===== config.mk =====
export PLATFORM = sky130hd
export DESIGN_NAME = qdr_lane
export DESIGN_NICKNAME = d
export VERILOG_FILES = /design/src/hw/rtl/qdr_pkg.sv /design/src/hw/rtl/qdr_lane.sv
export SDC_FILE = /design/constraint.sdc
export NUM_CORES = 1
export LEC_CHECK = 0
export BUFFER_PORTS_ARGS = -buffer_cell sky130_fd_sc_hd__buf_2
export CORE_MARGIN = 1.5
export CORE_UTILIZATION = 55
export DETAILED_ROUTE_END_ITERATION = 7
export PLACE_DENSITY = 0.81
export RECOVER_POWER = 25
export SKIP_LAST_GASP = 1
export SLEW_MARGIN = 40
export SYNTH_ARGS = -nofsm -noshare
export SYNTH_HDL_FRONTEND = slang
export SYNTH_SLANG_ARGS = --single-unit

===== constraint.sdc =====
create_clock -name vclk -period 8
set_input_delay 2 -clock vclk [all_inputs]
set_output_delay 2 -clock vclk [all_outputs]
set_load 0.01 [all_outputs]

===== src/hw/rtl/qdr_pkg.sv =====
`default_nettype none

package qdr_pkg;

    localparam int CODE_W     = 9;
    localparam int PROD_W     = 18;
    localparam int TOTAL_W    = 32;
    localparam int COUNT_W    = 15;
    localparam int MAX_DEPTH  = 16384;
    localparam int MULT_W     = 32;
    localparam int IN_DATA_W  = 80;
    localparam int OUT_DATA_W = 16;
    localparam int CFG_IDX_W  = 2;

    localparam logic [COUNT_W-1:0] COUNT_MAX = COUNT_W'(MAX_DEPTH);

    localparam logic [CFG_IDX_W-1:0] CFG_ACT_ZP    = 2'd0;
    localparam logic [CFG_IDX_W-1:0] CFG_OUT_ZP    = 2'd1;
    localparam logic [CFG_IDX_W-1:0] CFG_CLAMP_LO  = 2'd2;
    localparam logic [CFG_IDX_W-1:0] CFG_CLAMP_HI  = 2'd3;

    typedef struct packed {
        logic [TOTAL_W-1:0] pair;
        logic [TOTAL_W-1:0] act;
        logic [TOTAL_W-1:0] wt;
        logic [COUNT_W-1:0] count;
    } totals_t;

endpackage

`default_nettype wire


===== src/hw/rtl/qdr_lane.sv =====
`default_nettype none

module qdr_lane
    import qdr_pkg::*;
(
    input  wire logic                     en,
    input  wire logic signed [CODE_W-1:0] a,
    input  wire logic signed [CODE_W-1:0] b,
    output logic signed [PROD_W-1:0]      prod,
    output logic signed [CODE_W-1:0]      a_m,
    output logic signed [CODE_W-1:0]      b_m
);

    assign a_m  = en ? a : '0;
    assign b_m  = en ? b : '0;
    assign prod = a_m * b_m;

endmodule

`default_nettype wire


==> flow_summary.yaml <==
sta:
  worst_slew_margin_rel_pct: 82.2
  fin_hold_ws_ns: 4.31
  rsz0062_at_grt: "yes"
  fin_crit_sh_pct: 104
  fin_ws_ns: -0.323
  setup-violations-final: 8
  drv_slew: 0
  fmax_ghz: 0.120
  hold_viol: 0
  period_minus_slack_ns: 8.32
  tightest_slew_ns: 0.266
yosys:
  syn_area_sq_um: 3180
  syn_avg_cell_area_sq_um: 8.86
  synthDistinctLibCells: 34
  seq_area_frac_synth_pct: 0
  synth_nets: 486
  ys_warn_count: 0
  synthCells: 359
power:
  p_int_w: 0.000450
  switching_power_w: 0.000439
  power.density_nw_per_um2: 209
  p_seq_share_pct: 0
  vdd_ir_drop_max_mv: 0.193
  comb_power_share_pct: 100.0
  p_clk_share_pct: 0
  leakagePower_nw: 2.40
  p_sw_share_pct: 49.4
  total_power_w: 0.000890
worst_setup_path:
  path_class: "primary input to primary output"
  worstPathRequired_ns: 6.00
  start_kind: "primary input"
  end_kind: "primary output"
  crit_arrival_ns: 6.32
  crit_fanout: 6
place:
  numPortBuffers: 55
  dp_hpwl_mm: 6.86
  post_dp_cell_area_sq_um: 4020
  place_inst: 531
  routabilityCongestion: 0.892
global_route:
  gr-usage-met3_pct: 2.53
  grt.total_usage_pct: 28.1
  met1_usage_pct: 38.0
  grt_remaining_overflow: 0
  antenna_found_initial: 0
  busiest_layer: "met2"
  grt_pass1_wl_mm: 14.0
  use_met2_pct: 50.8
  grt_pass1_vias: 3075
  grt_start_max_net_pins: 13
finish:
  regArea_sq_um: 0
  final_cell_count_no_fill: 538
  diodes: 0
  final_cell_area_sq_um: 4260
  seq_cells: 0
  drive_gt1_share_pct: 35.2
  n_clock_buffer: 0
  n_fill_cell: 368
  areaGrowthSynthToFinish_pct: 33.9
  layout.nets: 595
floorplan:
  die_x_microns: 79.1
  dieArea_sq_um: 6250
  start_util_pct: 57.4
  floorplan.core_area_sq_um: 5540
  ios: 55
  rows: 27
  fp.dieH_microns: 79.1
outcome:
  violations: "negative setup slack"
  status: "complete, but fails checks"
routing:
  via_count: 2882
  post-route-drc-count: 0
  dr.pass1.iters: 4
  postRouteWirelength_mm: 8.33
  ant_nets: 0
  first_iter_violations: 161
  post_drt_via_cell_ratio: 5.36
  wl_per_cell_microns: 15.5
worst_hold_path:
  hp-class: "primary input to primary output"
job:
  max_cap_violations: 0
clocking:
  cts_hold_buf: 0
## worst max-delay path: stages
cell and delay, ns:
buf_12 0.11, buf_12 0.12, and3_4 0.15, fa_1 0.55
inv_2 0.05, fa_1 0.52, inv_1 0.05, fa_1 0.46
fa_1 0.49, inv_1 0.05, fa_1 0.50, inv_2 0.05
ha_4 0.19, a211oi_4 0.22, o21bai_2 0.15, o211ai_2 0.20
buf_4 0.14, nand2_1 0.05, xor2_1 0.14, buf_2 0.13
## Yosys cell counts, drive strengths merged
| cell | n | share of area, % |
|---|---|---|
| inv | 78 | 9.2 |
| fa | 70 | 44 |
| nand2 | 44 | 5.2 |
| ha | 38 | 15 |
| and3 | 31 | 6.1 |
| and2 | 18 | 3.5 |
| xnor2 | 13 | 3.6 |
| clkbuf | 11 | 1.3 |
| nor2 | 10 | 1.2 |
| o21ai | 8 | 1.4 |
| a21oi | 7 | 1.2 |
| xor2 | 5 | 1.4 |
| buf | 3 | 0.39 |
| o21a | 3 | 0.71 |
| o21bai | 3 | 0.83 |
| or3 | 3 | 0.59 |
| a21o | 2 | 0.51 |
| or2 | 2 | 0.39 |
| a2111oi | 1 | 0.87 |
| a211o | 1 | 0.28 |
| a211oi | 1 | 0.39 |
| a31o | 1 | 0.28 |
| a31oi | 1 | 0.20 |
| a41oi | 1 | 0.51 |
| nand2b | 1 | 0.20 |
| nand3 | 1 | 0.16 |
| o211ai | 1 | 0.39 |
| o221ai | 1 | 0.28 |
## layout by cell type, fill, tap and decap left out, types with 6 or more instances in the layout
cell type	n
and3_1	30
and2_4	9
buf_2	49
nor2_1	10
ha_1	32
inv_1	74
nand2_1	39
fa_1	66
buf_4	60
ha_4	6
xnor2_1	12
and2_1	9
## kinds of logic after synthesis
family	Yosys count	share of synthesized area, %
xor gates and xnor gates	18	4.95
adders and majority gates	108	59.0
and+or+nand+nor	110	17.3
AOI/OAI and AO/OA	31	7.83
buffers and inverters	92	10.9
## cell type report
class,instances,area (sq um),share of cell area [%]
inverters,78,295,6.93
multi-input cells,267,3030,71.2
well taps,72,90.1,2.11
repair buffers,121,843,19.8
## repair_timing
action,in CTS,in global routing
cloned,2,0
resized for setup,36,6
pin swaps,18,9
endpoints found under the setup margin,10,9
setup buffers,4,1
## power groups by stage
stage                     Clock, W  Sequential, W  Combinational (W)
after floorplan                  0              0           0.000539
after global placement           0              0           0.000786
after detailed placement         0              0           0.000812
after CTS                        0              0           0.000873
after global routing             0              0           0.000977
final                            0              0           0.000890
## per-stage QoR
stage | setup WS (ns) | setup TNS (ns) | utilization [%]
4_1_cts | -0.311 | -1.48 | 76.4
3_5_place_dp | -0.485 | -3.00 | 72.6
2_1_floorplan | -0.0718 | -0.0952 | -
5_1_grt | -0.465 | -2.75 | 76.9
6_report | -0.323 | -1.66 | 76.9
3_3_place_gp | -0.392 | -2.01 | 72.6
## worst paths after layout
path              start       end  slack [ns]  cells after the start
hold / removal       en    a_m[5]        4.31                      3
setup / recovery     en  prod[15]       -0.32                     20
## routing by layer
| metal | routed length (microns) | vias to the layer above |
|---|---|---|
| met2 | 4260 | 123 |
| met4 | 64 | 0 |
| met1 | 3490 | 1430 |
| met5 | 0 | - |
| met3 | 520 | 13 |
| li1 | - | 1316 |
No activity file was read; power rests on OpenSTA's default activity.
