## config.mk

```make
export PLATFORM = sky130hd
export DESIGN_NAME = qdr_requant
export DESIGN_NICKNAME = d
export VERILOG_FILES = /design/src/hw/rtl/qdr_pkg.sv /design/src/hw/rtl/qdr_requant.sv
export SDC_FILE = /design/constraint.sdc
export NUM_CORES = 2
export LEC_CHECK = 0
export ABC_AREA = 1
export BUFFER_PORTS_ARGS = -buffer_cell sky130_fd_sc_hd__buf_4
export CORE_MARGIN = 2
export CORE_UTILIZATION = 25
export CTS_BUF_LIST = sky130_fd_sc_hd__clkbuf_4 sky130_fd_sc_hd__clkbuf_8 sky130_fd_sc_hd__clkbuf_16
export CTS_CLUSTER_SIZE = 40
export DETAILED_ROUTE_END_ITERATION = 8
export GPL_ROUTABILITY_DRIVEN = 0
export PLACE_DENSITY = 0.47
export SLEW_MARGIN = 20
export SYNTH_ARGS = -nofsm -noshare
export SYNTH_HDL_FRONTEND = slang
export SYNTH_SLANG_ARGS = --single-unit
```

## constraint.sdc

```tcl
create_clock -name clk -period 9.63 [get_ports clk]
set_input_delay 1.926 -clock clk [delete_from_list [all_inputs] [get_ports clk]]
set_output_delay 1.926 -clock clk [all_outputs]
set_load 0.03 [all_outputs]
```

## src/hw/rtl/qdr_pkg.sv

```systemverilog
`default_nettype none

package qdr_pkg;

    localparam int CODE_W     = 9;
    localparam int PROD_W     = 18;
    localparam int TOTAL_W    = 32;
    localparam int COUNT_W    = 15;
    localparam int MAX_DEPTH  = 16384;
    localparam int MULT_W     = 32;
    localparam int IN_DATA_W  = 80;
    localparam int OUT_DATA_W = 16;
    localparam int CFG_IDX_W  = 2;

    localparam logic [COUNT_W-1:0] COUNT_MAX = COUNT_W'(MAX_DEPTH);

    localparam logic [CFG_IDX_W-1:0] CFG_ACT_ZP    = 2'd0;
    localparam logic [CFG_IDX_W-1:0] CFG_OUT_ZP    = 2'd1;
    localparam logic [CFG_IDX_W-1:0] CFG_CLAMP_LO  = 2'd2;
    localparam logic [CFG_IDX_W-1:0] CFG_CLAMP_HI  = 2'd3;

    typedef struct packed {
        logic [TOTAL_W-1:0] pair;
        logic [TOTAL_W-1:0] act;
        logic [TOTAL_W-1:0] wt;
        logic [COUNT_W-1:0] count;
    } totals_t;

endpackage

`default_nettype wire

```

## src/hw/rtl/qdr_requant.sv

```systemverilog
`default_nettype none

module qdr_requant
    import qdr_pkg::*;
(
    input  wire logic                     clk,
    input  wire logic                     rst_n,
    input  wire logic                     start,
    input  wire totals_t                  tot,
    input  wire logic signed [CODE_W-1:0] wzp,
    input  wire logic [MULT_W-1:0]        mult,
    input  wire logic signed [CODE_W-1:0] azp,
    input  wire logic signed [CODE_W-1:0] ozp,
    input  wire logic signed [CODE_W-1:0] clamp_lo,
    input  wire logic signed [CODE_W-1:0] clamp_hi,
    output logic                          idle,
    output logic                          out_valid,
    input  wire logic                     out_ready,
    output logic [CODE_W-1:0]             y_code
);

    localparam logic [3:0] S_IDLE = 4'd0;
    localparam logic [3:0] S_MUL  = 4'd1;
    localparam logic [3:0] S_ZC   = 4'd2;
    localparam logic [3:0] S_SUM  = 4'd3;
    localparam logic [3:0] S_ABS  = 4'd4;
    localparam logic [3:0] S_NORM = 4'd5;
    localparam logic [3:0] S_RND1 = 4'd6;
    localparam logic [3:0] S_MUL2 = 4'd7;
    localparam logic [3:0] S_RND2 = 4'd8;
    localparam logic [3:0] S_INT  = 4'd9;
    localparam logic [3:0] S_CLMP = 4'd10;
    localparam logic [3:0] S_OUT  = 4'd11;

    logic [3:0]               state_reg;
    logic [3:0]               state_next;
    totals_t                  tot_reg;
    logic signed [CODE_W-1:0] wzp_reg;
    logic [MULT_W-1:0]        mult_reg;
    logic [TOTAL_W-1:0]       t1_reg;
    logic [TOTAL_W-1:0]       t2_reg;
    logic signed [PROD_W-1:0] zz_reg;
    logic [TOTAL_W-1:0]       zc_reg;
    logic [TOTAL_W-1:0]       acc_reg;
    logic                     sign_reg;
    logic                     zero_reg;
    logic                     sat_reg;
    logic [31:0]              n_reg;
    logic [4:0]               sh_reg;
    logic [23:0]              ma_reg;
    logic [5:0]               ea_reg;
    logic [47:0]              p_reg;
    logic [23:0]              m_reg;
    logic signed [9:0]        ef_reg;
    logic [10:0]              q_reg;
    logic [CODE_W-1:0]        y_reg;
    logic                     out_valid_reg;

    logic signed [40:0]       t1_full;
    logic signed [40:0]       t2_full;
    logic signed [PROD_W-1:0] zz_next;
    logic signed [33:0]       zc_full;
    logic [TOTAL_W-1:0]       acc_next;
    logic [31:0]              mag_next;
    logic [7:0]               expf;
    logic [22:0]              frac;
    logic                     zero_next;
    logic                     sat_next;
    logic [31:0]              n_next;
    logic [4:0]               sh_next;
    logic                     inc1;
    logic [24:0]              ma25;
    logic [23:0]              ma_next;
    logic [5:0]               ea_next;
    logic [47:0]              p_next;
    logic signed [9:0]        em;
    logic signed [9:0]        ef_base;
    logic [23:0]              t24;
    logic                     g2;
    logic                     st2;
    logic [24:0]              m25;
    logic [23:0]              m_next;
    logic signed [9:0]        ef_next;
    logic signed [9:0]        ef_neg;
    logic [47:0]              shifted;
    logic [11:0]              q_round;
    logic [10:0]              q_next;
    logic signed [12:0]       v0;
    logic signed [12:0]       v1;
    logic signed [12:0]       v2;
    logic signed [12:0]       lo_ext;
    logic signed [12:0]       hi_ext;
    logic [CODE_W-1:0]        y_next;

    always_comb
    begin
        t1_full  = wzp_reg * $signed(tot_reg.act);
        t2_full  = azp * $signed(tot_reg.wt);
        zz_next  = azp * wzp_reg;
        zc_full  = zz_reg * $signed({1'b0, tot_reg.count});
        acc_next = tot_reg.pair - t1_reg - t2_reg + zc_reg;
        mag_next = acc_reg[31] ? (~acc_reg + 32'd1) : acc_reg;

        expf      = mult_reg[30:23];
        frac      = mult_reg[22:0];
        zero_next = (expf == 8'hFF && frac != 23'd0) || acc_reg == '0 || expf == 8'd0;
        sat_next  = !zero_next && expf == 8'hFF;

        if (n_reg[31:24] == 8'd0)
        begin
            n_next  = {n_reg[23:0], 8'd0};
            sh_next = sh_reg + 5'd8;
        end
        else
        begin
            n_next  = {n_reg[30:0], 1'b0};
            sh_next = sh_reg + 5'd1;
        end

        inc1    = n_reg[7] & ((|n_reg[6:0]) | n_reg[8]);
        ma25    = {1'b0, n_reg[31:8]} + {24'd0, inc1};
        ma_next = ma25[24] ? 24'h800000 : ma25[23:0];
        ea_next = (ma25[24] ? 6'd32 : 6'd31) - {1'b0, sh_reg};

        p_next = ma_reg * {1'b1, frac};

        em      = $signed({2'b00, expf}) - 10'sd127;
        ef_base = $signed({4'b0000, ea_reg}) + em - (p_reg[47] ? 10'sd22 : 10'sd23);
        t24     = p_reg[47] ? p_reg[47:24] : p_reg[46:23];
        g2      = p_reg[47] ? p_reg[23] : p_reg[22];
        st2     = p_reg[47] ? (|p_reg[22:0]) : (|p_reg[21:0]);
        m25     = {1'b0, t24} + {24'd0, g2 & (st2 | t24[0])};
        m_next  = m25[24] ? 24'h800000 : m25[23:0];
        ef_next = ef_base + (m25[24] ? 10'sd1 : 10'sd0);

        ef_neg  = -ef_reg;
        shifted = {m_reg, 24'd0} >> ef_neg[4:0];
        q_round = shifted[35:24]
                + {11'd0, shifted[23] & ((|shifted[22:0]) | shifted[24])};
        if (zero_reg)
        begin
            q_next = '0;
        end
        else if (sat_reg || ef_reg >= -10'sd13)
        begin
            q_next = 11'd1024;
        end
        else if (ef_reg < -10'sd24)
        begin
            q_next = '0;
        end
        else
        begin
            q_next = q_round[10:0];
        end

        lo_ext = $signed({{4{clamp_lo[CODE_W-1]}}, clamp_lo});
        hi_ext = $signed({{4{clamp_hi[CODE_W-1]}}, clamp_hi});
        v0 = (sign_reg ? -$signed({2'b00, q_reg}) : $signed({2'b00, q_reg}))
           + $signed({{4{ozp[CODE_W-1]}}, ozp});
        v1 = (v0 < lo_ext) ? lo_ext : v0;
        v2 = (v1 > hi_ext) ? hi_ext : v1;
        y_next = v2[CODE_W-1:0];
    end

    always_comb
    begin
        state_next = state_reg;
        case (state_reg)
            S_IDLE: state_next = start ? S_MUL : S_IDLE;
            S_MUL:  state_next = S_ZC;
            S_ZC:   state_next = S_SUM;
            S_SUM:  state_next = S_ABS;
            S_ABS:  state_next = (zero_next || sat_next) ? S_INT : S_NORM;
            S_NORM: state_next = n_reg[31] ? S_RND1 : S_NORM;
            S_RND1: state_next = S_MUL2;
            S_MUL2: state_next = S_RND2;
            S_RND2: state_next = S_INT;
            S_INT:  state_next = S_CLMP;
            S_CLMP: state_next = S_OUT;
            S_OUT:  state_next = (!out_valid_reg || out_ready) ? S_IDLE : S_OUT;
            default: state_next = S_IDLE;
        endcase
    end

    always_ff @(posedge clk or negedge rst_n)
    begin
        if (!rst_n)
        begin
            state_reg     <= S_IDLE;
            out_valid_reg <= 1'b0;
        end
        else
        begin
            state_reg <= state_next;
            if (state_reg == S_OUT && (!out_valid_reg || out_ready))
            begin
                out_valid_reg <= 1'b1;
            end
            else if (out_ready)
            begin
                out_valid_reg <= 1'b0;
            end
        end
    end

    always_ff @(posedge clk)
    begin
        case (state_reg)
            S_IDLE:
            begin
                tot_reg  <= tot;
                wzp_reg  <= wzp;
                mult_reg <= mult;
            end
            S_MUL:
            begin
                t1_reg <= t1_full[TOTAL_W-1:0];
                t2_reg <= t2_full[TOTAL_W-1:0];
                zz_reg <= zz_next;
            end
            S_ZC:   zc_reg <= zc_full[TOTAL_W-1:0];
            S_SUM:  acc_reg <= acc_next;
            S_ABS:
            begin
                n_reg    <= mag_next;
                sh_reg   <= '0;
                sign_reg <= acc_reg[31] ^ mult_reg[31];
                zero_reg <= zero_next;
                sat_reg  <= sat_next;
            end
            S_NORM:
            begin
                if (!n_reg[31])
                begin
                    n_reg  <= n_next;
                    sh_reg <= sh_next;
                end
            end
            S_RND1:
            begin
                ma_reg <= ma_next;
                ea_reg <= ea_next;
            end
            S_MUL2: p_reg <= p_next;
            S_RND2:
            begin
                m_reg  <= m_next;
                ef_reg <= ef_next;
            end
            S_INT:  q_reg <= q_next;
            S_CLMP: y_reg <= y_next;
            default:
            begin
            end
        endcase
    end

    always_ff @(posedge clk)
    begin
        if (state_reg == S_OUT && (!out_valid_reg || out_ready))
        begin
            y_code <= y_reg;
        end
    end

    assign idle      = (state_reg == S_IDLE);
    assign out_valid = out_valid_reg;

`ifndef ASSERT_OFF
    a_norm_nonzero: assert property (@(posedge clk) disable iff (!rst_n)
        state_reg == S_NORM |-> n_reg != 32'd0)
        else $error("normalizer entered with zero magnitude");

    a_kind_exclusive: assert property (@(posedge clk) disable iff (!rst_n)
        state_reg == S_INT |-> !(zero_reg && sat_reg))
        else $error("zero and saturate both flagged");

    a_clamp_range: assert property (@(posedge clk) disable iff (!rst_n)
        (state_reg == S_OUT && clamp_lo <= clamp_hi)
        |-> ($signed(y_reg) >= clamp_lo && $signed(y_reg) <= clamp_hi))
        else $error("result outside clamp window");

    a_load_from_out: assert property (@(posedge clk) disable iff (!rst_n)
        $rose(out_valid_reg) |-> $past(state_reg == S_OUT))
        else $error("result beat raised outside output state");

    a_count_bound: assert property (@(posedge clk) disable iff (!rst_n)
        start |-> tot.count <= COUNT_MAX)
        else $error("element count above depth limit");
`endif

endmodule

`default_nettype wire

```

==> reports/results.tsv <==
stage	metric	value	unit
timing	Slew @ Worst Pin	1.14	ns
status	status	finished, final reports clean	
synth	Synth async-reset ratio	1.03	%
floorplanning	die area	0.299	sq mm
global_route	largest net degree at the start of global routing	57	
synth	Mapped Nets	10600	
clock_network	clock sinks	484	
placed_design	post-DP HPWL	171	mm
clock_network	clk_lat worst skew	0.72	ns
timing	fin crit share	74.2	%
timing	min setup slack post-route	2.49	ns
global_route	gr ovfl total	0	
global_route	global-route wire length before repair	341	mm
floorplanning	die height	547	um
critical_path	Max FO, Critical Path	13	
clock_network	CTS buffer count	61	
critical_path	critical path's slowest cell	edfxtp_1	
clock_network	total setup buffers inserted after CTS	0	
clock_network	Hold Buf Count CTS	0	
critical_path	cell repeated most along the worst path	fa_1	
synth	post-synthesis register bit count	484	
synth	synthesized area per cell	8.48	sq um
clock_network	clk root buf	clkbuf_16	
global_route	initial antenna violation count	8	
timing	final setup vio count	0	
timing	Max transition margin	23.7	%
synth	synth warn	0	
final_layout	Largest register FFs	111	
critical_path	startpoint types	flop	
route	DR vias/cell	4.31	
timing	Final Hold Viols	0	
final_layout	Post-Layout Inst Area	0.0815	sq mm
clock_network	Clock H-tree levels	2	
clock_network	PostCTS Resize Cnt	0	
timing	Slew Viols, Final	0	
route	DRC errors left	0	
floorplanning	I/O Pins	203	
timing	RSZ-0062 raised after global routing	false	
floorplanning	Rows	199	
critical_path	Worst EP required	10.06	ns
floorplanning	DIE WIDTH	547	um
route	via count	54500	
floorplanning	core area	0.293	sq mm
timing	setup_tns	0	ns
synth	sequential fraction of the synthesis area	19.7	%
placed_design	IO buf count	202	
job	max-cap viol count	0	
route	TritonRoute pass-1 iters	6	
route	WL/cell	16.7	um
timing	Highest Clock Rate	0.140	GHz
synth	number of flops mapped to enable cells by yosys	479	
critical_path	CP Capture Type	flop	
final_layout	Final Util	27.8	%
synth	Yosys cell types	62	
timing	Tmin final	7.14	ns
placed_design	Post-Place Setup Slack	2.21	ns
synth	Syn Std Cell Area	0.0736	sq mm
worst_hold_path	min-delay worst type	reg2reg	
final_layout	post-layout net count	10600	
critical_path	Critical Path AT	7.57	ns
critical_path	Crit path max-delay family	adder cells	
critical_path	CP max stage delay	0.88	ns
clock_network	CTS max path bufs	3	
critical_path	critical setup path kind	reg2reg	
critical_path	CP bufs+invs	7	
critical_path	critical-path cell list	buf_4 > nand2_1 > fa_1 > inv_1 > fa_1 > inv_1 > fa_1 > inv_1 > fa_1 > fa_1 > fa_1 > inv_1 > fa_1 > inv_1 > ha_1 > a21oi_1 > inv_1 > a31oi_1 > nand2_1 > a21oi_1 > nand3_1 > a21oi_1 > xor2_1	
route	DRT iter0 DRCs	3104	
global_route	gr usage total	14.4	%
clock_network	CTS tree	yes	
synth	Mapped Cells	8683	
clock_network	Clk pin slew, worst setup/hold paths	0.06	ns
final_layout	area grow syn2layout	10.8	%
floorplanning	Initial Util	25.1	%
route	final wirelength	211	mm
synth	Post-synth top flop	edfxtp_1	
placed_design	placed standard-cell area	0.0794	sq mm
global_route	number of global-route vias before repair	60200	
final_layout	layout cells sized above 1	5.55	%
timing	Worst Skew	0.0612	ns
route	Routed Antenna Nets	0	
-- metrics by stage --
step                      hold WS [ns]  std cells
after floorplan                  0.400       8683
after global placement           0.403      12500
after detailed placement         0.406      12500
after CTS                        0.420      12700
after global routing             0.431      12700
final                            0.417      12700
-- layout make-up --
class / instances / area (sq um)
well taps: 3919 / 4900
repair buffers: 281 / 2210
clock inverters: 44 / 473
diodes: 3 / 7.51
multi-input cells: 5533 / 49100
inverters: 2328 / 8740
fillers: 31600 / 212000
flip-flops and latches: 484 / 14500
clock buffers: 69 / 1600
-- final timing paths --
path / startpoint / to / slack [ns] / cells after the start
setup / recovery: ma_reg[17] / p_reg[45] / 2.49 / 23
hold / removal: y_reg[8] / y_code[8] / 0.42 / 0
setup reg to reg: ma_reg[17] / p_reg[45] / 2.49 / 23
hold reg to reg: y_reg[8] / y_code[8] / 0.42 / 0
max in group asynchronous: rst_n / state_reg[1] / 8.46 / 1
min in group asynchronous: rst_n / out_valid / 1.02 / 1
-- routing by layer --
layer / routed length, um / share of wire, % / track usage (%) / vias up
met5: 0 / 0 / 0 / -
met1: 91800 / 44 / 18.3 / 27400
li1: - / - / - / 25800
met3: 7240 / 3.4 / 1.34 / 212
met4: 4590 / 2.2 / 3.13 / 0
met2: 107000 / 51 / 26.3 / 1080
-- Yosys cell counts (5+ instances only) --
master / n / area share [%]
fa_1: 1238 / 34
ha_1: 522 / 8.9
nor2_2: 5 / 0.043
o21a_1: 14 / 0.14
a31oi_1: 31 / 0.26
or2_2: 56 / 0.48
a211oi_1: 6 / 0.061
nor3_1: 55 / 0.37
buf_2: 15 / 0.10
nand4_1: 47 / 0.40
a21oi_1: 263 / 1.8
nand3_1: 271 / 1.8
nand2_1: 2014 / 10
nor4_1: 34 / 0.29
o211ai_1: 8 / 0.082
a21boi_0: 7 / 0.071
buf_1: 33 / 0.17
inv_2: 8 / 0.041
dfrtp_1: 5 / 0.17
o2111ai_1: 5 / 0.059
o21ai_0: 196 / 1.3
edfxtp_1: 479 / 20
nor2_1: 332 / 1.7
o21ai_1: 19 / 0.13
o21bai_1: 15 / 0.15
xor2_1: 192 / 2.3
clkbuf_1: 284 / 1.4
o31ai_1: 5 / 0.051
or2_1: 5 / 0.043
nand2_2: 5 / 0.043
and2_1: 5 / 0.043
o22ai_1: 18 / 0.15
a21o_1: 25 / 0.26
inv_1: 2318 / 12
xnor2_1: 101 / 1.2
-- logic make-up after synthesis --
| group | synth area share (%) |
|---|---|
| AOI/OAI and AO/OA | 4.79 |
| xor gates and xnor gates | 3.49 |
| adders and majority gates | 42.5 |
| buffers and inverters | 13.7 |
| DFF | 19.7 |
| muxes | 0.0408 |
| and+or+nand+nor | 15.7 |
-- placed cells by master (no fill, tap or decap), types with 25 or more instances in the layout --
cell type,instances
xnor2_1,101
nand2_1,2013
xor2_1,192
nor4_1,34
a21o_1,25
o21ai_0,196
nand4_1,47
or2_2,56
nor2_1,325
fa_1,1238
nor3_1,55
inv_1,2318
a21oi_1,263
a31oi_1,31
edfxtp_1,479
nand3_1,271
buf_4,274
ha_1,522
clkbuf_16,62
Power is left out: the tool's default activity adds up to more than one toggle a clock period on the data nets, which glitch-free logic cannot reach.
