File: src/hw/rtl/qdr_pkg.sv
`default_nettype none

package qdr_pkg;

    localparam int CODE_W     = 9;
    localparam int PROD_W     = 18;
    localparam int TOTAL_W    = 32;
    localparam int COUNT_W    = 15;
    localparam int MAX_DEPTH  = 16384;
    localparam int MULT_W     = 32;
    localparam int IN_DATA_W  = 80;
    localparam int OUT_DATA_W = 16;
    localparam int CFG_IDX_W  = 2;

    localparam logic [COUNT_W-1:0] COUNT_MAX = COUNT_W'(MAX_DEPTH);

    localparam logic [CFG_IDX_W-1:0] CFG_ACT_ZP    = 2'd0;
    localparam logic [CFG_IDX_W-1:0] CFG_OUT_ZP    = 2'd1;
    localparam logic [CFG_IDX_W-1:0] CFG_CLAMP_LO  = 2'd2;
    localparam logic [CFG_IDX_W-1:0] CFG_CLAMP_HI  = 2'd3;

    typedef struct packed {
        logic [TOTAL_W-1:0] pair;
        logic [TOTAL_W-1:0] act;
        logic [TOTAL_W-1:0] wt;
        logic [COUNT_W-1:0] count;
    } totals_t;

endpackage

`default_nettype wire

File: src/hw/rtl/qdr_merge.sv
`default_nettype none

module qdr_merge
    import qdr_pkg::*;
(
    input  wire logic                     clk,
    input  wire logic                     rst_n,
    input  wire logic                     accept,
    input  wire logic                     last,
    input  wire logic                     second,
    input  wire logic signed [PROD_W-1:0] prod0,
    input  wire logic signed [PROD_W-1:0] prod1,
    input  wire logic signed [CODE_W-1:0] a0,
    input  wire logic signed [CODE_W-1:0] a1,
    input  wire logic signed [CODE_W-1:0] b0,
    input  wire logic signed [CODE_W-1:0] b1,
    output totals_t                       tot_next
);

    totals_t tot_reg;

    logic signed [PROD_W:0]   pair_sum;
    logic signed [15:0]       pair_sat;
    logic [TOTAL_W-1:0]       act_add;
    logic [TOTAL_W-1:0]       wt_add;
    logic [COUNT_W-1:0]       cnt_sum;

    always_comb
    begin
        pair_sum = PROD_W'(0) + {prod0[PROD_W-1], prod0} + {prod1[PROD_W-1], prod1};
        if (pair_sum > 19'sd32767)
        begin
            pair_sat = 16'sh7FFF;
        end
        else if (pair_sum < -19'sd32768)
        begin
            pair_sat = 16'sh8000;
        end
        else
        begin
            pair_sat = pair_sum[15:0];
        end
        act_add = {{(TOTAL_W-CODE_W){a0[CODE_W-1]}}, a0}
                + {{(TOTAL_W-CODE_W){a1[CODE_W-1]}}, a1};
        wt_add  = {{(TOTAL_W-CODE_W){b0[CODE_W-1]}}, b0}
                + {{(TOTAL_W-CODE_W){b1[CODE_W-1]}}, b1};
        cnt_sum = tot_reg.count + (second ? COUNT_W'(2) : COUNT_W'(1));

        tot_next.pair  = tot_reg.pair + {{(TOTAL_W-16){pair_sat[15]}}, pair_sat};
        tot_next.act   = tot_reg.act + act_add;
        tot_next.wt    = tot_reg.wt + wt_add;
        tot_next.count = (cnt_sum > COUNT_MAX) ? COUNT_MAX : cnt_sum;
    end

    always_ff @(posedge clk or negedge rst_n)
    begin
        if (!rst_n)
        begin
            tot_reg <= '0;
        end
        else if (accept)
        begin
            tot_reg <= last ? '0 : tot_next;
        end
    end

endmodule

`default_nettype wire

File: config.mk
export PLATFORM = sky130hd
export DESIGN_NAME = qdr_merge
export DESIGN_NICKNAME = d
export VERILOG_FILES = /design/src/hw/rtl/qdr_pkg.sv /design/src/hw/rtl/qdr_merge.sv
export SDC_FILE = /design/constraint.sdc
export NUM_CORES = 1
export LEC_CHECK = 0
export ABC_AREA = 1
export ABC_CLOCK_PERIOD_IN_PS = 7500
export BUFFER_PORTS_ARGS = -buffer_cell sky130_fd_sc_hd__buf_2
export CAP_MARGIN = 15
export CELL_PAD_IN_SITES_DETAIL_PLACEMENT = 0
export CELL_PAD_IN_SITES_GLOBAL_PLACEMENT = 2
export CORE_ASPECT_RATIO = 2
export CORE_MARGIN = 1.5
export CORE_UTILIZATION = 33
export DETAILED_ROUTE_END_ITERATION = 10
export GPL_TIMING_DRIVEN = 0
export PLACE_DENSITY = 0.83
export SKIP_LAST_GASP = 1
export SYNTH_ARGS = -nofsm -noshare
export SYNTH_HDL_FRONTEND = slang
export SYNTH_SLANG_ARGS = --single-unit
File: constraint.sdc
create_clock -name clk -period 7.5 [get_ports clk]
set_clock_uncertainty 0.15 [all_clocks]
set_input_delay 1.5 -clock clk [delete_from_list [all_inputs] [get_ports clk]]
set_output_delay 1.5 -clock clk [all_outputs]
set_load 0.02 [all_outputs]
==> summary.md, run 1 <==
The netlist uses 53 different library cells. The mean cell area of the mapped netlist was 7.27 µm²; the number of instances in the synthesized netlist was 1,531. TritonCTS built the clock tree.

Counting flops with a built-in enable in the synthesized netlist gives 0. The synthesized design devotes to its leading area cell type 24.9% of total area. The clock root buffer master was sky130_fd_sc_hd__clkbuf_16. Max-cap violations in this run came to 0.

The count of placed standard cells in the final layout, fillers left out is 2,192, and the maximum net fanout on the critical path is 4. In the routed design, unresolved DRC markers number 0. Pin placement for this block handled 188 I/O pins.

For the worst setup path, the data required time is 5.85 ns. Final global-route overflow total: 0. The routed design has 38,300 µm of wire. The total of fill cells in the finished design was 3,633.

The initial core utilization came out at 33.3%. Row generation in the floorplan step produced 95 rows. The number of failing setup endpoints in the final timing report was 0. For the number of hold-slack violations in the final timing report, the log shows 0. The antenna diode count was 0. OpenSTA, run right after detailed placement, puts the worst setup slack at -0.896 ns. After the last flow step, the layout net total stands at 1,952. The async set or reset register ratio after synthesis works out to 100%.

The vias per cell came out at 5.06. The synthesized netlist occupies a cell area of 0.0111 mm². The placed instances occupy a cell area of 0.0126 mm². From synthesis to final layout, the design area changed by 19.7%. In this run, CTS created clock tree buffers numbering 9. In this run the tightest slew margin relative to its limit is 33.1%. Setup slack closes at 0.205 ns.

The transition at the pin with the smallest max-transition slack was 1.00 ns. The critical setup path kind is primary input to output pin. The number of flip-flops in the largest register was 111. Data arrives at the worst endpoint at 5.65 ns. The most instantiated flip-flop cell in the synthesis netlist is sky130_fd_sc_hd__dfrtp_1. For this run, the slowest stage of the critical path takes 0.39 ns. Entering global routing, the biggest net connects 64 pins. Level count of the clock H-tree: 3. The quantity of hold-fixing buffers added after cts was 0; the final RePlAce weighted congestion was 0.872. The floorplan step defined a die boundary enclosing 0.0349 mm².

Biggest area consumer among synthesized cells: sky130_fd_sc_hd__dfrtp_1. The run gives 2,154 as the count of placed standard cells including taps. For this block, the initial DRC count from the detailed router was 342. The slowest stage of the critical path belongs to the cell sky130_fd_sc_hd__fa_2.

Setup repair after global routing could not meet its margin everywhere. The first global-routing pass estimated 58,900 µm of wire. For this design the ratio of total power to cell area is 403 mW/mm². At the later pin of the worst-skew pair, clock insertion delay measures 0.39 ns.

In this run the worst hold path is classified as flop to flop. The run gives 2 as the maximum buffer depth of the clock tree. The achievable clock frequency is 137 MHz. The tools report the via count of the first global-routing pass as 11.4k.

The Yosys step of the flow raised 0 warnings. In the final routed layout, each cell accounts on average for 17.5 µm. The sort of element at the start of the critical path is a primary input. The number of optimization iterations in the first detailed-route pass came out at 5.

The max-slew violation count came out at 0. The routed layout has 11.1k vias. The post-synthesis register bit count is 111. The post-CTS clock slew at the launch and capture registers of the worst setup and hold paths is 0.08 ns, and the net count after synthesis is 1,732.

The post-route netlist has 18.5% of its cells at a drive strength greater than 1. The share of the Yosys chip area taken by registers is 24.9%. The count of input and output buffers was 186. For the initial antenna violation count, the log shows 0. The run gives 7.09 nW as the static leakage. The die is 133 µm wide. From bottom edge to top edge, the die measures 263 µm. The kind of end point of the critical path is an output pin. Among the stages of the critical path, the cell type that occurs most often is sky130_fd_sc_hd__nand2_2. Clock tree synthesis found a total of 111 sinks. Detailed placement finished with a half-perimeter wire length of 31,300 µm.

The minimum clock period after layout was 7.30 ns; the placeable core area was 0.0334 mm². VDD sags by at most 0.225 mV. The count of antenna-violating nets left after detailed routing came out at 0. The run finished with clean final reports.

Portion of the clock cycle consumed by the worst path in the final layout: 97.3%. Once layout is done, the placed cells without fillers occupy 0.0133 mm². The tools report the total routing usage reported by global routing as 21.9%.

Yosys attributes the largest share of cell area to sky130_fd_sc_hd__dfrtp_1, sky130_fd_sc_hd__ha_1, sky130_fd_sc_hd__nand2_1. The most used standard cell by instance count after synthesis is sky130_fd_sc_hd__nand2_1. Ranked by instance count, the synthesized netlist is headed by sky130_fd_sc_hd__nand2_1, sky130_fd_sc_hd__inv_1, sky130_fd_sc_hd__ha_1.
## timing repair
| item | 4_1_cts | 5_1_grt |
|---|---|---|
| endpoints found under the hold margin | 0 | 0 |
| setup endpoints to repair | 22 | 31 |
| cloned | 0 | 0 |
| setup buffers | 4 | 19 |
| gates resized for setup | 26 | 42 |
| pin swaps | 4 | 33 |
## path summary, 6_finish.rpt
| kind | end | slack, ns | start | cells after the start |
|---|---|---|---|---|
| max | tot_next[103] | 0.20 | prod0[0] | 31 |
| min | tot_reg[37] | 0.35 | tot_reg[37] | 2 |
| max reg2reg | tot_reg[69] | 4.20 | tot_reg[47] | 14 |
| min reg2reg | tot_reg[37] | 0.35 | tot_reg[37] | 2 |
| max in group asynchronous | tot_reg[2] | 5.52 | rst_n | 2 |
| min in group asynchronous | tot_reg[67] | 0.91 | rst_n | 1 |
## layout by cell type (no fill, tap or decap), types with 6 or more instances in the layout
cell | Yosys | layout
sky130_fd_sc_hd__dfrtp_1 | 111 | 111
sky130_fd_sc_hd__o22ai_1 | 20 | 20
sky130_fd_sc_hd__inv_1 | 199 | 198
sky130_fd_sc_hd__inv_2 | 5 | 6
sky130_fd_sc_hd__nand2_1 | 337 | 325
sky130_fd_sc_hd__clkbuf_16 | 0 | 9
sky130_fd_sc_hd__o21bai_1 | 9 | 9
sky130_fd_sc_hd__a21o_1 | 13 | 13
sky130_fd_sc_hd__buf_2 | 2 | 183
sky130_fd_sc_hd__ha_1 | 117 | 113
sky130_fd_sc_hd__a22o_1 | 47 | 45
sky130_fd_sc_hd__buf_4 | 3 | 26
sky130_fd_sc_hd__o21a_1 | 7 | 7
sky130_fd_sc_hd__o21ai_0 | 70 | 65
sky130_fd_sc_hd__nor3_1 | 17 | 17
sky130_fd_sc_hd__xor2_1 | 83 | 82
sky130_fd_sc_hd__nand3b_1 | 16 | 16
sky130_fd_sc_hd__nor2_1 | 77 | 75
sky130_fd_sc_hd__o21ai_1 | 20 | 19
sky130_fd_sc_hd__nand2_2 | 18 | 27
sky130_fd_sc_hd__nor2_2 | 12 | 14
sky130_fd_sc_hd__and2_1 | 15 | 13
sky130_fd_sc_hd__nand4_1 | 18 | 18
sky130_fd_sc_hd__xnor2_1 | 35 | 35
sky130_fd_sc_hd__o211ai_1 | 6 | 6
sky130_fd_sc_hd__nand3_1 | 73 | 70
sky130_fd_sc_hd__nor4_1 | 7 | 7
sky130_fd_sc_hd__clkbuf_1 | 24 | 26
sky130_fd_sc_hd__a21oi_1 | 109 | 104
sky130_fd_sc_hd__o41ai_1 | 13 | 13
## cells by family (layout without fill, tap and decap cells)
group,count (synthesis),in the layout,synth area share [%]
adder cells (fa/ha/maj),124,124,14.4
buffers and inverters,236,461,8.15
AO/OA/AOI/OAI,338,338,18.9
flip-flops,111,111,24.9
XOR/XNOR,119,119,9.43
AND/OR/NAND/NOR,603,603,24.2
## where the power goes
group          switching, W  internal (W)  total, W
clock              0.000270      0.000228  0.000499
combinational       0.00256       0.00136   0.00392
sequential         0.000164      0.000792  0.000956
## cell type report
| type | instances | area (µm²) | area share [%] |
|---|---|---|---|
| multi-input combinational | 1184 | 7670 | 57.6 |
| sequential | 111 | 2780 | 20.8 |
| timing repair buffer | 210 | 1150 | 8.63 |
| inverter | 204 | 766 | 5.75 |
| tap | 436 | 546 | 4.09 |
| clock buffer | 12 | 236 | 1.77 |
| buffer | 31 | 146 | 1.10 |
| clock inverter | 4 | 32.5 | 0.244 |
## worst max-delay path: cells and delay by family
kind,cells,cell delay (ns)
AOI/OAI and AO/OA,9,1.30
xor gates and xnor gates,1,0.18
adders and majority gates,4,1.13
buffers and inverters,4,0.46
and+or+nand+nor,13,1.06
## routing by layer
metal	up-vias	part of all wire, %	wire (µm)	GRT usage (%)
met5	-	0	0	0
met4	0	2.9	1090	7.81
met3	59	3.1	1180	3.07
met2	205	59	22500	45.4
met1	5234	35	13500	21.2
li1	5588	-	-	-
## through the flow
step	power, W	utilization [%]	setup TNS (ns)	hold WS (ns)
finish	0.00537	39.9	0	0.346
global route	0.00580	39.9	-0.157	0.374
CTS	0.00531	39.0	-0.0348	0.351
detailed placement	0.00471	37.9	-10.37	0.326
global placement	0.00469	37.8	-10.81	0.321
floorplan	0.00348	-	0	0.306
No activity file was read; power rests on OpenSTA's default activity.
==> run 2: changes to the inputs <==
CORE_ASPECT_RATIO = 0.7   (was 2)
==> run 2 against run 1 <==
  * Worst hold slack better by 0.0022 ns
  * Flip-flop and latch count unchanged
  * Critical path depth down 1
  * Worst setup slack worse by 0.11 ns
  * Global-route usage down 0.97 points
  * Die area down 0.14%
  * Count of clock-buffer cells in the layout down 1
  * Critical endpoint is now tot_next[101]
  * Largest cell class unchanged
  * Largest power group unchanged
  * Highest routed layer is now met5
==> summary.md, run 2 (synthesis results as in run 1) <==
For the area occupied by registers, the log shows 0.00278 mm² (unchanged). The vias per cell was 5.05 (was 5.06); the headroom to the max-slew limit was 35.6% (was 33.1%). For the detailed-route wire length on metal 1, the log shows 19,700 µm (was 13,500 µm). Count of maximum capacitance violations: 0 (unchanged). The tools report the antenna diode count as 0 (unchanged).

The floorplan die width is 223 µm (was 133 µm). The via count of the first global-routing pass came out at 10.2k (was 11.4k). The uppermost layer routed is met5 (was met4). For the DRC violation count after routing, the log shows 0 (unchanged).

The detailed placement HPWL came out at 29,300 µm (was 31,300 µm). The flow ran to the end, and the final reports show no timing, DRC or antenna violations. The tools report the static leakage as 7.23 nW (was 7.09 nW).

The path depth of the worst reg2reg path was 14 (unchanged). The tools report the total routing usage reported by global routing as 20.9% (was 21.9%). The die area came out at 0.0349 mm² (about the same). The clock latency reported for the late side of the worst-skew pair came out at 0.38 ns (was 0.39 ns).

Number of buffers added by the clock tree synthesis step: 9 (unchanged). The critical setup path kind is primary input to output pin (unchanged). The peak ir drop on the vdd network is 0.317 mV (was 0.225 mV), and the minimum clock period after layout is 7.41 ns (was 7.30 ns).

The placeable core area was 0.0334 mm² (about the same); the maximum single-stage delay on the critical path was 0.38 ns (was 0.39 ns). The setup slack of the critical path after layout is 0.0902 ns (was 0.205 ns), and the routed via count is 11.1k (about the same). The number of failing setup endpoints in the final timing report came out at 0 (unchanged). The tools report the number of primary I/O pins as 188 (unchanged). TritonCTS built the clock tree. The maximum number of pins on one net before global-route repair is 58 (was 64). For the max-slew violation count, the log shows 0 (unchanged). The chip height works out to 157 µm (was 263 µm). Setup repair after global routing could not meet its margin everywhere.

The level count of the clock H-tree came out at 3 (unchanged). The share of layout cells above drive strength 1 is 19.7% (was 18.5%), and the transition at the pin with the smallest max-transition slack is 0.953 ns (was 1.00 ns). The initial antenna violation count came out at 2 (was 0).

The number of optimization iterations in the first detailed-route pass came out at 5 (unchanged). Power per unit of standard cell area: 405 mW/mm² (was 403 mW/mm²). Highest-count cells in the layout ignoring fill and taps: sky130_fd_sc_hd__nand2_1, sky130_fd_sc_hd__inv_1, sky130_fd_sc_hd__buf_2 (unchanged). The total of fill cells in the finished design was 3,548 (was 3,633); the count of placed standard cells including taps was 2,153 (was 2,154). The maximum net fanout on the critical path is 5 (was 4). The number of flip-flops in the largest register is 111 (unchanged). The first-pass GRT wire length is 56,800 µm (was 58,900 µm), and the net count reported at finish is 1,966 (was 1,952).

The count of placed standard cells in the final layout, fillers left out came out at 2,204 (was 2,192). The path category of the worst min-delay check was flop to flop (unchanged). The portion of the clock cycle consumed by the worst path in the final layout came out at 98.8% (was 97.3%). The tools report the maximum buffer depth of the clock tree as 2 (unchanged). Leading cell type in the layout, fill and taps excluded: sky130_fd_sc_hd__nand2_1 (unchanged). Critical path arrival: 5.76 ns (was 5.65 ns). The tools report the final routed wirelength across all metal layers as 36,900 µm (was 38,300 µm).

The number of stages on the worst hold path is 2 (unchanged). The post-synthesis to final-layout area growth came out at 22.2% (was 19.7%). The final global-route overflow total is 0 (unchanged). The tools report the kind of end point of the critical path as an output pin (unchanged). The initial core utilization was 33.4% (was 33.3%).

Post-CTS clock slew at the launch and capture registers of the worst setup and hold paths: 0.08 ns (about the same). The routed length per instance was 16.7 µm (was 17.5 µm); the total number of clock tree sinks was 111 (unchanged). The sort of element at the start of the critical path is a primary input (unchanged). The achievable clock frequency is 135 MHz (was 137 MHz). The logs give 0 (unchanged) for the count of antenna-violating nets left after detailed routing and 0.00775 mm² (was 0.00767 mm²) for the multi-input gate area in the final layout. The run gives 5.85 ns (about the same) as the worst path required time. The tools report the number of core rows as 56 (was 95). The first-iteration detailed-routing DRC count is 780 (was 342), and the count of input and output buffers is 186 (unchanged).

Final RePlAce weighted congestion: 0.858 (was 0.872). The run gives 0 (unchanged) as the number of hold-slack violations in the final timing report. The worst slack after detailed placement was -0.899 ns (was -0.896 ns). Cell with the largest stage delay on the worst path: sky130_fd_sc_hd__fa_2 (unchanged). The clock root buffer master is sky130_fd_sc_hd__clkbuf_16 (unchanged).

The wire length on met2 was 14,700 µm (was 22,500 µm). Met3 wirelength from detailed routing: 2140 µm (was 1180 µm).
run 2: changes by cell type in the layout (fill, tap and decap cells not counted), sizes merged:
cell      previous run  this run
clkinvlp             2         0
clkbuf              36        34
bufinv               0         2
buf                217       232
run 2: worst paths after layout:
| check | from | endpoint | slack [ns] |
|---|---|---|---|
| worst max-delay path | prod0[0] | tot_next[101] | 0.09 |
| worst min-delay path | tot_reg[37] | tot_reg[37] | 0.35 |
| worst max register to register | tot_reg[47] | tot_reg[69] | 4.27 |
| worst min register to register | tot_reg[37] | tot_reg[37] | 0.35 |
| max in group asynchronous | rst_n | tot_reg[86] | 5.53 |
| min in group asynchronous | rst_n | tot_reg[38] | 0.96 |
run 2: critical path: cells and delay by family:
kind	cells	cell delay [ns]
XOR/XNOR	1	0.18
buffers and inverters	6	0.52
AND/OR/NAND/NOR	10	1.04
AO/OA/AOI/OAI	9	1.42
adder cells (fa/ha/maj)	4	1.12
run 2: power breakdown:
part | switching, W | leakage [nW] | internal, W
clock network | 0.000255 | 0.155 | 0.000300
logic | 0.00256 | 5.61 | 0.00144
registers | 0.000162 | 1.46 | 0.000792
run 2: per-layer routing:
| layer | GRT usage (%) | vias up |
|---|---|---|
| li1 | - | 5642 |
| met1 | 32.7 | 5197 |
| met2 | 29.1 | 270 |
| met3 | 4.32 | 17 |
| met4 | 3.76 | 2 |
| met5 | 0 | - |
run 2: per-stage QoR:
stage               total power (W)  setup TNS (ns)  utilization [%]  hold WS [ns]  cell area (µm²)
detailed placement          0.00465          -11.47             37.9         0.326            12600
global route                0.00597          -0.575             40.8         0.362            13600
global placement            0.00463          -12.12             37.8         0.323            12600
CTS                         0.00532         -0.0968             39.3         0.348            13100
finish                      0.00551               0             40.8         0.348            13600
floorplan                   0.00348               0                -         0.306            11100
run 2: area by class of cell:
type	count	share of cell area (%)
well taps	435	4.00
inverters	204	5.65
flip-flops and latches	111	20.4
clock inverters	4	0.515
plain buffers	31	1.10
multi-input cells	1184	57.0
clock buffers	11	1.78
repair buffers	224	9.58
run 2: what timing repair did:
item                       CTS  global route
pin swaps                    5            44
setup endpoints to repair   22            27
buffers inserted             8            29
gates cloned                 0             0
hold endpoints to repair     0             0
resized for setup           28            68
hold buffers                 0             0
